$ cat src/rtl/core/stms_ram.sv
`default_nettype none
module stms_ram #(
   parameter int Width = 32,
   parameter int Depth = 64
) (
   input  wire logic                     clock,
   input  wire logic                     wr_en,
   input  wire logic [$clog2(Depth)-1:0] wr_addr,
   input  wire logic [Width-1:0]         wr_data,
   input  wire logic [$clog2(Depth)-1:0] rd_addr,
   output logic      [Width-1:0]         rd_data
);
   logic [Width-1:0] mem [Depth];
   always_ff @(posedge clock) begin
      if (wr_en) mem[wr_addr] <= wr_data;
      rd_data <= mem[rd_addr];
   end
endmodule
`default_nettype wire

$ cat config.mk
export PLATFORM = sky130hd
export DESIGN_NAME = stms_ram
export DESIGN_NICKNAME = d
export VERILOG_FILES = /design/src/rtl/core/stms_ram.sv
export SDC_FILE = /design/constraint.sdc
export NUM_CORES = 2
export LEC_CHECK = 0
export BUFFER_PORTS_ARGS = -buffer_cell sky130_fd_sc_hd__buf_4
export CAP_MARGIN = 20
export CORE_MARGIN = 2
export CORE_UTILIZATION = 40
export DETAILED_ROUTE_END_ITERATION = 16
export GPL_TIMING_DRIVEN = 0
export HOLD_SLACK_MARGIN = 0.1
export PLACE_DENSITY = 0.68
export SYNTH_ARGS = -nofsm -noshare
export SYNTH_HDL_FRONTEND = slang
export SYNTH_SLANG_ARGS = --single-unit
export TNS_END_PERCENT = 10
$ cat constraint.sdc
create_clock -name clock -period 4.3 [get_ports clock]
set_input_delay 1.075 -clock clock [delete_from_list [all_inputs] [get_ports clock]]
set_output_delay 1.075 -clock clock [all_outputs]
set_load 0.005 [all_outputs]
# Word level (Yosys, flattened, before mapping)
# Memories as Yosys holds them, arrays and structs flattened. A register that Yosys moved wholly into a read port is not among the register bits.
# Cells that the tools add are included.
[op_classes]
n_addsub = 0
multipliers = 0
div_mod_pow = 0
order_cmp = 0
eq_ne = 0
shift = 0
muxes = 2
bitwise_logic = 0
n_reduce_logical = 0
[ops]
columns = ["operator", "n"]
rows = [
  ["$mux W1", 2],
]
[totals]
regBits = 0
latch_bits = 0
mem_bits_rw = 2048
romBits = 0
in_bits = 46
output_inout_bits = 32
word_cells = 3
memories = 1
[memory_table]
columns = ["memory", "depth", "word_bits", "read_ports", "rd_clocked_by_memory_dff", "write_ports", "line_no", "text"]
rows = [
  ["mem", 64, 32, 1, 1, 1, "13", "logic [Width-1:0] mem [Depth];"],
]

# Longest topological paths before layout
[logic_depth]
ltp_word = 2
depth_mapped = 10
ltp_nobuf = 5

# Worst setup path after synthesis
# OpenSTA, ideal clock, no wires.
[synth_timing]
path_type = "input -> register"
startpoint = "in wr_addr[3]"
endpoint = "mem mem[48][0], enable pin"
setup_ns = 0.461
arrival_ns = 3.774
required_time_ns = 3.839
slack_ns = 0.065
stages = 4
path_buffers = 1
cell_sequence = "clkbuf_1 > nor2b_1 > nand4b_1 > nor3_1"
[synth_rtl]
columns = ["item", "line_no", "text"]
rows = [
  ["from (decl)", "8", "input wire logic [$clog2(Depth)-1:0] wr_addr,"],
  ["to (decl)", "13", ""],
]
# No word-level cell before the write port.

==> metrics.txt <==
worst IR drop on VDD between 0.0005 and 0.0006 V; synthesized area per cell about 24 sq um; DR pass1 iterations 7; CP Launch Type primary input; worst-margin pin slew ~1.3 ns; post-route setup TNS -0.475 ns; Post-synth EDFFs between 2k and 2.5k; RSZ-0062 raised after global routing false; multiplexer area fraction after synthesis approximately 17%; Critical R2R Launch mem[39][10]$_DFFE_PP_; Vias/cell about 6; Mapped Nets 3370; CTS root buf clkbuf_16; largest family of logic cells by synthesized area multiplexers; Vias 39.8k; top-count cell post-synth edfxtp_1; failing checks negative setup slack; Max Slew Vio Count 0; CTS Buf Count between 150 and 200; Area contributors post-synth edfxtp_1 (78%), mux4_2 (16%), mux2i_1 (1.2%), dfxtp_1 (0.82%), o22ai_1 (0.67%); clock skew ~0.037 ns; Metal-1 WL ~82000 um; DPL Wire Length between 150000 and 200000 um; full die area around 200000 sq um; Core Footprint between 150000 and 200000 sq um; highest routed layer met5; CP arrival ~5.1 ns; P_leak roughly 28 nW; Total GRT Usage around a quarter; Layout Cells excl Fill about 6.5k; clock slew at reported path FFs about 0.070 ns; antenna-violating nets left 0; PnR worst setup slack -0.120 ns; Total Wirelength approximately 240000 um; worst-skew pair later-pin latency approximately 0.85 ns; initial core utilization between 40% and 50%; CTS Sinks roughly 2.1k; crit path from rd_addr[2]; Mapped Cells between 3k and 4k; CTS tree yes; vias in the first global route between 30k and 40k; YS warnings 0; Routed met2 length about 110000 um; commonest cells in the netlist edfxtp_1 (2048), mux4_2 (544), nor2_1 (137); crit path kind primary input to flip-flop; nets around 3.7k; number of port buffers 69; share of layout cells above drive strength 1 between 20 and 30%; Rows about 160; sequential area share after synthesis 79.1%; Max Root-Sink Buffers 3; Detail Route met3 WL between 30000 and 40000 um; # fillers roughly 16k; Seq cells post-synth 2080; Post-Synthesis Cell Area about 79000 sq um; Area growth, synth to finish 16.4%; Yosys cell types 34; Post-Synth Adder-Cell Area 0%; XOR/XNOR Fraction of Synth Area 0%; largest net degree at the start of global routing 65; Min Clock Period, post-route around 4.4 ns; Core Util, Final between 40% and 50%; Reg area 62100 sq um; Pwr per Cell Area 463 nW/um^2; pre-CTS WS -1.35 ns; hold wc startpoint wr_data[0]; slew margin rel. 14.7%; Worst R2R End rd_data[10]$_DFF_P_; Hold Crit Class primary input to flip-flop; DIE HEIGHT 447 um; WHS Endpoint mem[44][0]$_DFFE_PP_; Synth Area in Compound Gates about 1.7%; drt initial violations 7016; final setup vio count 7; initial antenna violation count 17; gp weighted congestion approximately 0.86; Die Width about 450 um; share of the synthesized area in the top cell type roughly four fifths; WL/cell between 30 and 40 um; critical path fanouts, max 10; Simple-Gate Fraction of Synth Area 1.27%; # Post-CTS Setup Buffers 0; gr ovfl total 0; CTS Hold Bufs 0; r2r setup slk 1.66 ns; CP Capture Type flip-flop; Final Cycle Share 103%; placed cells ~6.1k; residual DRC count 0; maximum clock frequency between 200 and 250 MHz; I/O pin count 78; leading area contributor after synthesis edfxtp_1; first-pass GRT wire length about 320000 um; final hold vios 0; Hold Path Depth 1; outcome finished with violations; FF-to-FF path depth 5; main flop type after synthesis edfxtp_1; max-cap violations 0; multi-input logic area between 15000 and 20000 sq um; share of flip-flops with an asynchronous set or reset 0%; power after layout roughly 0.042 W; CP required just under 5 ns; H-tree depth 4
## final cells by class
cell class	instances	share of cell area, %
Tap cell	2624	3.59
Buffer	182	0.972
Multi-Input combinational cell	1062	17.5
Clock inverter	119	1.32
Clock buffer	247	5.75
Timing Repair Buffer	172	2.87
Antenna cell	9	0.0246
Sequential cell	2080	68.0
## worst max-delay path by stage
stage | to | slack (ns) | cells past startpoint
4_1_cts | rd_data[19]$_DFF_P_ | 0.01 | 9
3_5_place_dp | rd_data[11]$_DFF_P_ | -1.35 | 9
6_report | rd_data[13]$_DFF_P_ | -0.12 | 9
3_3_place_gp | mem[49][18]$_DFFE_PP_ | -3.79 | 3
2_1_floorplan | mem[48][0]$_DFFE_PP_ | 0.07 | 4
5_1_grt | rd_data[13]$_DFF_P_ | 0.002 | 9
## metrics by stage
stage | cell area (sq um) | hold WS (ns)
finish | 91400 | 0.773
global route | 91400 | 0.790
CTS | 91300 | 0.744
global placement | 82300 | 0.959
detailed placement | 84800 | 0.953
floorplan | 78500 | 0.663
## registers in the layout, indices dropped and copies added, names as in the netlist
signal / count
mem: 2048
rd_data: 32
## per-layer routing
layer / vias to the layer above / global-route usage (%)
li1: 15020 / -
met1: 21021 / 30.4
met2: 3117 / 36.4
met3: 637 / 7.26
met4: 6 / 11.8
met5: - / 0
## placed cells by master, fill, tap and decap left out, types with 9 or more instances in the layout
| master | synthesis | final |
|---|---|---|
| clkinv_2 | 0 | 32 |
| buf_6 | 5 | 14 |
| buf_12 | 0 | 59 |
| clkbuf_16 | 0 | 201 |
| nor2b_1 | 15 | 15 |
| dfxtp_1 | 32 | 32 |
| buf_2 | 57 | 57 |
| nor2_4 | 0 | 62 |
| edfxtp_1 | 2048 | 2048 |
| buf_16 | 0 | 24 |
| a22oi_1 | 12 | 12 |
| clkbuf_1 | 74 | 113 |
| buf_8 | 0 | 10 |
| bufinv_16 | 0 | 20 |
| a21oi_1 | 62 | 56 |
| buf_4 | 25 | 95 |
| diode_2 | 0 | 9 |
| o221ai_1 | 27 | 27 |
| buf_1 | 21 | 21 |
| nor2_1 | 137 | 73 |
| mux2i_1 | 93 | 93 |
| o22ai_1 | 84 | 84 |
| clkinv_1 | 0 | 48 |
| nand2_1 | 26 | 26 |
| mux4_2 | 544 | 544 |
## cell families (layout without fill, tap and decap cells)
| family | after synthesis | count (layout) |
|---|---|---|
| buffers and inverters | 182 | 720 |
| muxes | 637 | 637 |
| and+or+nand+nor | 223 | 223 |
| other | 0 | 9 |
| DFF | 2080 | 2080 |
| AOI/OAI and AO/OA | 202 | 202 |
## power breakdown
part	leakage (nW)	total, W	internal [W]	switching (W)
registers	18.7	0.0225	0.0224	0.0000453
logic	6.39	0.00238	0.000808	0.00157
clock network	3.15	0.0175	0.00988	0.00761
total	28.2	0.0424	0.0331	0.00922
## timing repair
| action | in CTS | in global routing |
|---|---|---|
| resized for setup | 5 | 4 |
| hold endpoints to repair | 0 | 0 |
| setup endpoints to repair | 7 | 4 |
## worst max-delay path, stage by stage
cell and delay [ns]:
clkbuf_1 0.24, buf_2 0.39, buf_2 0.57, buf_2 0.67, buf_2 0.52, mux2i_1 0.18, a21oi_2 0.58, a21oi_1 0.32
nor2_1 0.52
Power figures use the tool's default switching activity.
