--- src/rtl/core/stms_pkg.sv ---
`default_nettype none
package stms_pkg;

   localparam int MaxGroupsDefault = 64;
   localparam logic [15:0] Ln2Q16 = 16'd45426;

   typedef enum logic [1:0] {
      KIND_LOAD  = 2'd0,
      KIND_SCORE = 2'd1,
      KIND_CLEAR = 2'd2,
      KIND_NONE  = 2'd3
   } kind_type;

   function automatic logic [15:0] log_rom(input logic [7:0] k);
      logic [63:0] v;
      logic [15:0] bits;
      v = 64'(({1'b0, k} + 9'd256)) << 23;
      bits = '0;
      for (int b = 0; b < 16; b++) begin
         v = (v * v) >> 31;
         bits = bits << 1;
         if (v >= 64'h1_0000_0000) begin
            bits[0] = 1'b1;
            v = v >> 1;
         end
      end
      return bits;
   endfunction

   function automatic logic [255:0][15:0] log_table();
      logic [255:0][15:0] t;
      for (int k = 0; k < 256; k++) t[k] = log_rom(8'(k));
      return t;
   endfunction

   // log2 fraction of (1 + k/256), 16 fraction bits
   localparam logic [255:0][15:0] LogTable = log_table();

   function automatic logic signed [31:0] sat32(input logic signed [63:0] v);
      if (v > 64'sd2147483647) return 32'h7FFF_FFFF;
      if (v < -64'sd2147483648) return 32'h8000_0000;
      return v[31:0];
   endfunction

endpackage
`default_nettype wire

--- src/rtl/core/stms_cell.sv ---
`default_nettype none
// One accumulator cell; a clear word zeroes it and a score result for its own group updates it.
// hit_acc carries the updated sum while this cell is hit, else zero.
module stms_cell import stms_pkg::*; #(
   parameter int Index = 0
) (
   input  wire logic               clock,
   input  wire logic               reset,
   input  wire logic               clear,
   input  wire logic               upd,
   input  wire logic [9:0]         upd_grp,
   input  wire logic signed [31:0] upd_s,
   output logic signed [31:0]      hit_acc
);
   logic signed [31:0] acc_ff;
   logic hit;
   logic signed [31:0] sum;
   assign hit = upd && upd_grp == 10'(Index);
   assign sum = sat32(64'(acc_ff) + 64'(upd_s));
   always_ff @(posedge clock) begin
      if (reset || clear) acc_ff <= '0;
      else if (hit) acc_ff <= sum;
   end
   assign hit_acc = hit ? sum : '0;
endmodule
`default_nettype wire

--- config.mk ---
export PLATFORM = sky130hd
export DESIGN_NAME = stms_cell
export DESIGN_NICKNAME = d
export VERILOG_FILES = /design/src/rtl/core/stms_pkg.sv /design/src/rtl/core/stms_cell.sv
export SDC_FILE = /design/constraint.sdc
export NUM_CORES = 1
export LEC_CHECK = 0
export ABC_AREA = 1
export BUFFER_PORTS_ARGS = -buffer_cell sky130_fd_sc_hd__buf_2
export CORE_MARGIN = 3
export CORE_UTILIZATION = 45
export CTS_CLUSTER_SIZE = 14
export DETAILED_ROUTE_END_ITERATION = 12
export PLACE_DENSITY = 0.65
export SETUP_SLACK_MARGIN = 0.1
export SYNTH_ARGS = -nofsm -noshare
export SYNTH_HDL_FRONTEND = slang
export SYNTH_SLANG_ARGS = --single-unit
--- constraint.sdc ---
create_clock -name clock -period 5.2 [get_ports clock]
set_input_delay 0.78 -clock clock [delete_from_list [all_inputs] [get_ports clock]]
set_output_delay 0.78 -clock clock [all_outputs]
set_load 0.05 [all_outputs]
# Word-level counts from Yosys, hierarchy flattened
# Cells that the tools add are included.
# word_totals
out_inout_bits	32
register_bits	32
input_bits	46
word_cells	15
# classes
n_reduce_logical	3
magnitude_cmp	2
mux	8
addsub	1
# op_table
cell	n
32-bit 2-to-1 mux	5
32-bit by 32-bit adder with 33-bit output	1
33-bit by 32-bit > comparator with 1-bit output (second input constant)	1
33-bit by 32-bit less-than comparator with 1-bit output (second input constant)	1
10-bit logical NOT	1
1-bit 2-to-1 mux	3
1-bit logical AND	1
1-bit logical OR	1

# Depth between registers and ports, before layout
# Gate-level depths: netlist (run 1).
# logic_depth
ltp_word	7
mapped_depth	20
mapped_depth_nobuf	19

# Worst setup path after synthesis (run 1)
# Ideal clock, no wire load.
# synth_path
path_kind	input to output
startpoint	input port upd_s[0]
endpoint	output port hit_acc[30]
t_required_ps	4420
stages	18
arrival_time_ps	2747
path_buffers	0
slack_ps	1673
path_cell_list	ha_1 inv_1 fa_1 inv_1 nand2_1 nand2_1 nand2_1 o21ai_0 nand2_1 nand2_1 nand2_1 nand2_1 nand2_1 nand2_1 nand2_2 nand2_2 nand2_2 inv_1
# synth_between
elab_chain_len	7
word_cells_on_any_way	10
classes_between	add/sub (1); order compare (2); mux (7)
# synth_rtl
element	line_no	text
start, declared	stms_cell.sv:12	input wire logic signed [31:0] upd_s,
32-bit by 32-bit adder with 33-bit output (*)	stms_cell.sv:19	assign sum = sat32(64'(acc_ff) + 64'(upd_s));
33-bit by 32-bit less-than comparator with 1-bit output	stms_pkg.sv:41	if (v < -64'sd2147483648) return 32'h8000_0000;
1-bit 2-to-1 mux (2 in series)	stms_pkg.sv:41	
32-bit 2-to-1 mux	stms_pkg.sv:42	return v[31:0];
32-bit 2-to-1 mux (*)	stms_pkg.sv:41	
32-bit 2-to-1 mux (*)	stms_cell.sv:24	assign hit_acc = hit ? sum : '0;
end, declared	stms_cell.sv:13	output logic signed [31:0] hit_acc
# Mark *: on every way between the ends. The rest lies on a longest branch, timed or not. The select of a mux whose other input is x is not followed.

# Worst setup path in the final report (run 1)
# layout_path
startpoint	input port upd_s[0]
endpoint	output port hit_acc[14]
# The elaborated chain is that of the path after synthesis.

==> results of run 1 <==
[worst max path at each step]
stage | startpoint | end | slack (ns) | cells past startpoint
finish | upd_s[0] | hit_acc[14] | 1.02 | 20
global placement | upd_s[0] | hit_acc[17] | 1.06 | 20
CTS | upd_s[0] | hit_acc[14] | 1.05 | 20
global route | upd_s[0] | hit_acc[14] | 0.70 | 20
floorplan | upd_s[0] | hit_acc[30] | 1.67 | 18
detailed placement | upd_s[0] | hit_acc[14] | 1.06 | 20
[cell usage after synthesis]
cell type	number
dfxtp_1	32
nand2_2	44
nor4_1	3
a21oi_2	34
buf_4	1
buf_8	1
inv_2	8
ha_1	32
nand2_1	289
fa_1	1
nand3_1	26
or2_1	2
xor2_1	12
o21ai_1	1
clkbuf_1	6
buf_2	2
buf_6	5
nand2_4	2
xnor2_1	3
nor2_2	1
nor2_1	47
nor2_4	2
and2_1	3
nand4_1	4
o21ai_0	4
inv_1	115
nor3_1	2
a21oi_1	24
o21bai_1	9
nand3_2	3
[per-stage QoR]
step           cells  hold WS, ns  total power [mW]
5_1_grt          896        0.497             0.590
2_1_floorplan    718        0.449             0.341
6_report         896        0.479             0.553
4_1_cts          896        0.486             0.562
3_5_place_dp     891        0.473             0.373
3_3_place_gp     891        0.464             0.373
[worst register-to-register path, stage by stage (launching register included)]
cell	delay [ns]
dfxtp_1	0.34
ha_1	0.17
inv_1	0.07
fa_1	0.41
inv_1	0.07
nand2_1	0.05
nand2_1	0.08
nand3_1	0.09
nand2_2	0.13
nand2_1	0.08
nand2_2	0.13
nand2_2	0.09
nand2_1	0.08
nand2_1	0.05
nand2_1	0.10
nand2_4	0.27
nand2_1	0.19
nand2_1	0.07
nand2_1	0.11
a21oi_2	0.06
[per-layer routing]
metal	share of wire [%]	up-vias	global-route usage, %	wire [um]
li1	-	2318	-	-
met1	50	1839	32.2	5790
met2	45	98	38.1	5120
met3	4.5	4	2.89	514
met4	0.51	0	4.29	58
met5	0	-	0	0
[cell families after synthesis]
group	Yosys count
buf+inv	138
compound gates	72
xor+xnor	15
simple gates	428
fa+ha+maj	33
flops	32
[final cells by class]
type	instances	share of cell area, %
multi-input combinational	548	62.8
sequential	32	13.9
inverter	123	10.0
timing repair buffer	80	8.84
tap	108	2.93
clock buffer	5	1.49
[report_power, final]
part,leakage (nW),internal [mW],switching [mW]
Clock,0.0359,0.0866,0.0989
Combinational,2.58,0.0445,0.0780
Sequential,0.258,0.245,0.0000193
Total,2.87,0.376,0.177
==> impl_results.md, run 1 <==
* Core area at 0.00881 mm2
* TritonCTS Buffers at 5
* Final Instance Area at 0.00461 mm2
* Final hold vios at 0
* Crit path setup slack, layout at 1.02 ns
* PortBufs at 77
* Register area at 641 um2
* Via density at 4.75
* Worst skew pair latency at 0.28 ns
* Chip Width at 102 um
* Leakage power at 2.87 nW
* Synthesized instance count at 718
* Post-synth top area cell: nand2_1
* CP peak stage delay at 0.41 ns
* Placed Area at 0.00454 mm2
* First-pass GRT wire length at 19100 um
* Kind of cell adding the most delay to the critical path: simple AND/OR/NAND/NOR gates
* CP Buf/Inv Count at 5
* Vias in the first global route at 4119
* Largest family of logic cells by synthesized area: simple AND/OR/NAND/NOR gates
* Max FFs per register at 32
* Diodes inserted at 0
* Maximum buffer depth of the clock tree at 2
* Ordered list of cells on the worst path: buf_2 -> ha_1 -> inv_1 -> fa_1 -> inv_1 -> nand2_1 -> nand2_1 -> nand3_1 -> nand2_2 -> nand2_1 -> nand2_2 -> nand2_2 -> nand3_1 -> nand2_1 -> nand2_4 -> nand2_1 -> nand2_1 -> nand2_1 -> inv_1 -> buf_2
* Compound-cell area share of the yosys netlist at 12.4%
* Row Count at 34
* Max-Cap Viols at 0
* Most frequent cells in the layout: nand2_1 (289), inv_1 (115), buf_2 (77), nor2_1 (46), nand2_2 (44)
* Synth cell types at 30
* Slowest CP cell: fa_1
* Fin util at 52.4%
* Hold-fix buffers at CTS at 0
* Final nets at 869
* Fmax at 239 MHz
* Total gr overflow at 0
* Largest cells by area after synthesis: nand2_1 (26%), dfxtp_1 (16%), inv_1 (11%), ha_1 (9.7%), a21oi_2 (7.2%)
* Postcts setup bufs at 0
* P&R area growth vs syn at 12.2%
* Synth Register Bits at 32
* Endpoints failing setup at 0
* Fraction of the yosys area taken by sequential cells at 15.6%
* Critical Path RT at 4.42 ns
* Average footprint of a synthesized cell at 5.72 um2
* Largest regs: acc_ff: 32 flops
* Crit Path Max Fanout at 31
* Hold_sp: acc_ff[31]$_SDFFE_PP0P_
* Post-Synth XOR/XNOR Area at 3.20%
* Final period util at 80.3%
* Hold endpoint: acc_ff[31]$_SDFFE_PP0P_
* Starting Density at 46.7%
* DRC violations left at 0
* Reg clk slew, reported paths at 0.07 ns
* Fillcell total at 993
* Post-CTS sizing at 0
* Final wirelength at 11500 um
* Final min period at 4.18 ns
* Synth Area in Adders at 10.2%
* Initial antenna violation count at 0
* Ys Warns at 0
* Most flop-heavy register: acc_ff
* Simple-gate share of the synthesized area at 44.6%
* Largest net degree at the start of global routing at 34
* Multi-input gate area at 0.00290 mm2
* Clk sinks at 32
* Setup TNS at 0 ns
* Syn_nets at 797
* Placer Congestion at 0.883
* Wire per inst at 12.8 um
* Hold depth at 2
* Share of the synthesized area in the top cell type at 26.4%
* Via count at 4259
* Max-slew headroom at 64.2%
* Crit path launch type: input port
* VDD IR max at 0.0000760 V
* Post-synthesis mux area share at 0%
* Cell Area, Synth at 0.00411 mm2
* 1st-pass router iterations at 5
* Slew Limit Fails at 0
* Die height at 102 um
* R2R Setup Slk at 2.44 ns
* Setup WS pre-CTS at 1.06 ns
* Reg2reg end: acc_ff[14]$_SDFFE_PP0P_
* Hold Path Class: reg -> reg
* Worst-margin pin slew at 0.537 ns
* RSZ-0062 raised after global routing: no
* Share of layout cells above drive strength 1 at 22.8%
* Outcome: complete, no violations
* Top cell by count, worst path: nand2_1
* Final HPWL DP at 9200 um
* CTS HTree Levels at 2
* GRT Total Usage at 23.0%
* IO Pins at 78
* CP arrival at 3.40 ns
* FF-to-FF Start: acc_ff[0]$_SDFFE_PP0P_
* Power per Cell Area at 120 mW/mm2
* Commonest non-fill, non-tap cell in the layout: nand2_1
* DR iter-0 viols at 168
* CTS root buf: clkbuf_8
* CP endpoint kind: output port
* Die area at 0.0103 mm2
* Worst reg2reg path depth at 19
* Post-route ant nets at 0
* Worst Skew at 0.00402 ns
* TritonCTS clock tree: built
* WS Path Type: in -> out
Note: power is estimated with default switching activity, not from simulation.
==> inputs of run 2 (changes only) <==
ABC_AREA = 0   (was 1)
PLACE_DENSITY = 0.69   (was 0.65)
clock period = 3.7 ns   (was 5.2 ns; I/O delays follow)
==> impl_results.md, run 2 <==
* Synth cell types at 62 (+110%)
* Vias in the first global route at 3880 (-5.8%)
* Final Instance Area at 0.00479 mm2 (+3.9%)
* Max-slew headroom at 64.4% (+0.21 points)
* Share of the synthesized area in the top cell type at 18.1% (-8.3 points)
* TritonCTS Buffers at 5 (unchanged)
* Cell Area, Synth at 0.00354 mm2 (-14%)
* Placed cells at 668 (-25%)
* GRT Total Usage at 23.5% (+0.51 points)
* Fmax at 281 MHz
* Clk sinks at 32 (unchanged)
* Async set or reset register ratio after synthesis at 0% (unchanged)
* Fin cells at 681 (-24%)
* Final wirelength at 10400 um (-9.3%)
* Max FFs per register at 32 (unchanged)
* Share of layout cells above drive strength 1 at 39.2% (+16 points)
* Via density at 5.71 (+20%)
* Most frequent cells in the layout: a21oi_1 (69), o21ai_0 (45), buf_2 (45), buf_4 (40), nand2_1 (38)
* Final nets at 661 (-24%)
* Final period util at 96.3%
* Synthesized instance count at 481 (-33%)
* Power per Cell Area at 171 mW/mm2 (+43%)
* P&R area growth vs syn at 35.1%
* RSZ-0062 raised after global routing: yes
* Die area at 0.00898 mm2 (-13%)
* Row Count at 31 (-8.8%)
* Core area at 0.00745 mm2 (-15%)
* Average footprint of a synthesized cell at 7.37 um2 (+29%)
* Wire per inst at 15.3 um (+19%)
* Multi-input gate area at 0.00292 mm2 (+0.82%)
* TritonCTS clock tree: built
* Max-Cap Viols at 0 (unchanged)
* CP arrival at 3.01 ns (-0.39 ns)
* DRC violations left at 0 (unchanged)
* Slew Limit Fails at 0 (unchanged)
* CP endpoint kind: output port
* Initial antenna violation count at 0 (unchanged)
* Synth Flop Type: dfxtp_1
* Commonest cells in the netlist: a21oi_1 (85), nor2_1 (53), o21ai_0 (50)
* Fillcell total at 695 (-30%)
* Post-synth EDFFs at 0 (unchanged)
* Starting Density at 47.6% (+0.94 points)
* Reg clk slew, reported paths at 0.07 ns (about the same)
* Endpoints failing setup at 0 (unchanged)
* Outcome: complete, no violations
* CTS HTree Levels at 2 (unchanged)
* Placed Area at 0.00429 mm2 (-5.5%)
* Largest regs: acc_ff: 32 flops
* VDD IR max at 0.000123 V (+62%)
* Ys Warns at 0 (unchanged)
* Die height at 94.8 um (-6.7%)
* First-pass GRT wire length at 17200 um (-9.9%)
* Diodes inserted at 0 (unchanged)
* Synth Register Bits at 32 (unchanged)
* Worst-margin pin slew at 0.534 ns (-0.00309 ns)
* Crit Path Max Fanout at 5 (-84%)
* Final HPWL DP at 7940 um (-14%)
* DR iter-0 viols at 142 (-15%)
* Hold WS at 0.448 ns (-0.0308 ns)
* WS Path Type: in -> out
* Final hold vios at 0 (unchanged)
* Fraction of the yosys area taken by sequential cells at 18.1% (+2.5 points)
* Chip Width at 94.8 um (-6.7%)
* PortBufs at 77 (unchanged)
* Via count at 3886 (-8.8%)
* Critical Path RT at 3.14 ns (-1.28 ns)
* 1st-pass router iterations at 4 (-1)
* Syn_nets at 560 (-30%)
* Hold-fix buffers at CTS at 0 (unchanged)
* Maximum buffer depth of the clock tree at 2 (unchanged)
* Worst skew pair latency at 0.29 ns (about the same)
* Post-route ant nets at 0 (unchanged)
* Largest cells by area after synthesis: dfxtp_1 (18%), a21oi_1 (12%), ha_1 (11%), o21ai_0 (7.1%), nor2_1 (5.6%)
* Final min period at 3.56 ns
* Setup TNS at 0 ns (unchanged)
* Largest net degree at the start of global routing at 37 (+8.8%)
* CTS root buf: clkbuf_8
* IO Pins at 78 (unchanged)
* Leakage power at 2.09 nW (-27%)
* Count leader, synth: a21oi_1
* Commonest non-fill, non-tap cell in the layout: a21oi_1
* Fin util at 64.3% (+12 points)
* Crit path launch type: input port
* Hold Path Class: in -> reg
* Total gr overflow at 0 (unchanged)
* Most flop-heavy register: acc_ff
* Post-synth top area cell: dfxtp_1
* Placer Congestion at 0.916 (+3.7%)
* Worst Skew at 0.00544 ns (+0.00142 ns)
* Register area at 642 um2 (+0.20%)
-- run 2: logic make-up (layout without fill, tap and decap cells) --
kind of cell / count (synthesis) / count (layout) / synth area share, %
AO/OA/AOI/OAI: 211 / 211 / 38.5
buffers and inverters: 39 / 140 / 6.53
adder cells (fa/ha/maj): 33 / 33 / 11.9
multiplexers: 1 / 1 / 0.635
flip-flops: 32 / 32 / 18.1
XOR/XNOR: 25 / 25 / 6.18
AND/OR/NAND/NOR: 140 / 140 / 18.2
-- run 2: repair_timing --
| action | CTS | global route |
|---|---|---|
| endpoints found under the setup margin | 31 | 31 |
| cloned | 0 | 1 |
| pin swaps | 5 | 22 |
| gates resized for setup | 43 | 53 |
| buffers inserted | 3 | 2 |
-- run 2: path summary, 6_finish.rpt --
check,endpoint,start,slack (ns),cells past startpoint
max,hit_acc[16],upd_s[0],0.14,15
min,acc_ff[31]$_SDFFE_PP0P_,reset,0.45,2
max reg2reg,acc_ff[12]$_SDFFE_PP0P_,acc_ff[0]$_SDFFE_PP0P_,0.99,14
min reg2reg,acc_ff[31]$_SDFFE_PP0P_,acc_ff[31]$_SDFFE_PP0P_,0.53,2
-- run 2: layer usage --
| layer | global-route usage, % | routed length, um | vias to the layer above |
|---|---|---|---|
| li1 | - | - | 1954 |
| met1 | 29.0 | 4640 | 1817 |
| met2 | 42.0 | 5130 | 93 |
| met3 | 2.87 | 390 | 22 |
| met4 | 7.57 | 251 | 0 |
| met5 | 0 | 0 | - |
-- run 2: worst max-delay path, cell delays in order --
cell	delay, ns
buf_4	0.09
ha_4	0.13
inv_2	0.03
fa_2	0.35
nand2b_4	0.16
a21oi_4	0.16
o211ai_4	0.10
a211oi_4	0.35
a211oi_2	0.16
mux2i_4	0.23
buf_6	0.17
clkbuf_16	0.16
a21oi_4	0.06
nor2_2	0.12
buf_6	0.17
-- run 2: final cells by class --
cell class                      count  share of cell area (%)
Multi-Input combinational cell    410                    61.0
Timing Repair Buffer              122                    20.1
Sequential cell                    32                    13.4
Tap cell                           99                    2.59
Clock buffer                        7                    2.01
Inverter                           11                   0.862
-- run 2: where the power goes --
| group | total (mW) | internal (mW) | switching, mW |
|---|---|---|---|
| logic | 0.166 | 0.0739 | 0.0922 |
| registers | 0.344 | 0.344 | 0.0000433 |
| clock network | 0.311 | 0.166 | 0.145 |
| total | 0.821 | 0.584 | 0.237 |
-- run 2: through the flow --
stage          setup WS, ns  power (mW)
2_1_floorplan        0.0757       0.455
3_3_place_gp         0.0261       0.504
3_5_place_dp        -0.0785       0.506
4_1_cts               0.106       0.816
5_1_grt             0.00637       0.861
6_report              0.138       0.821
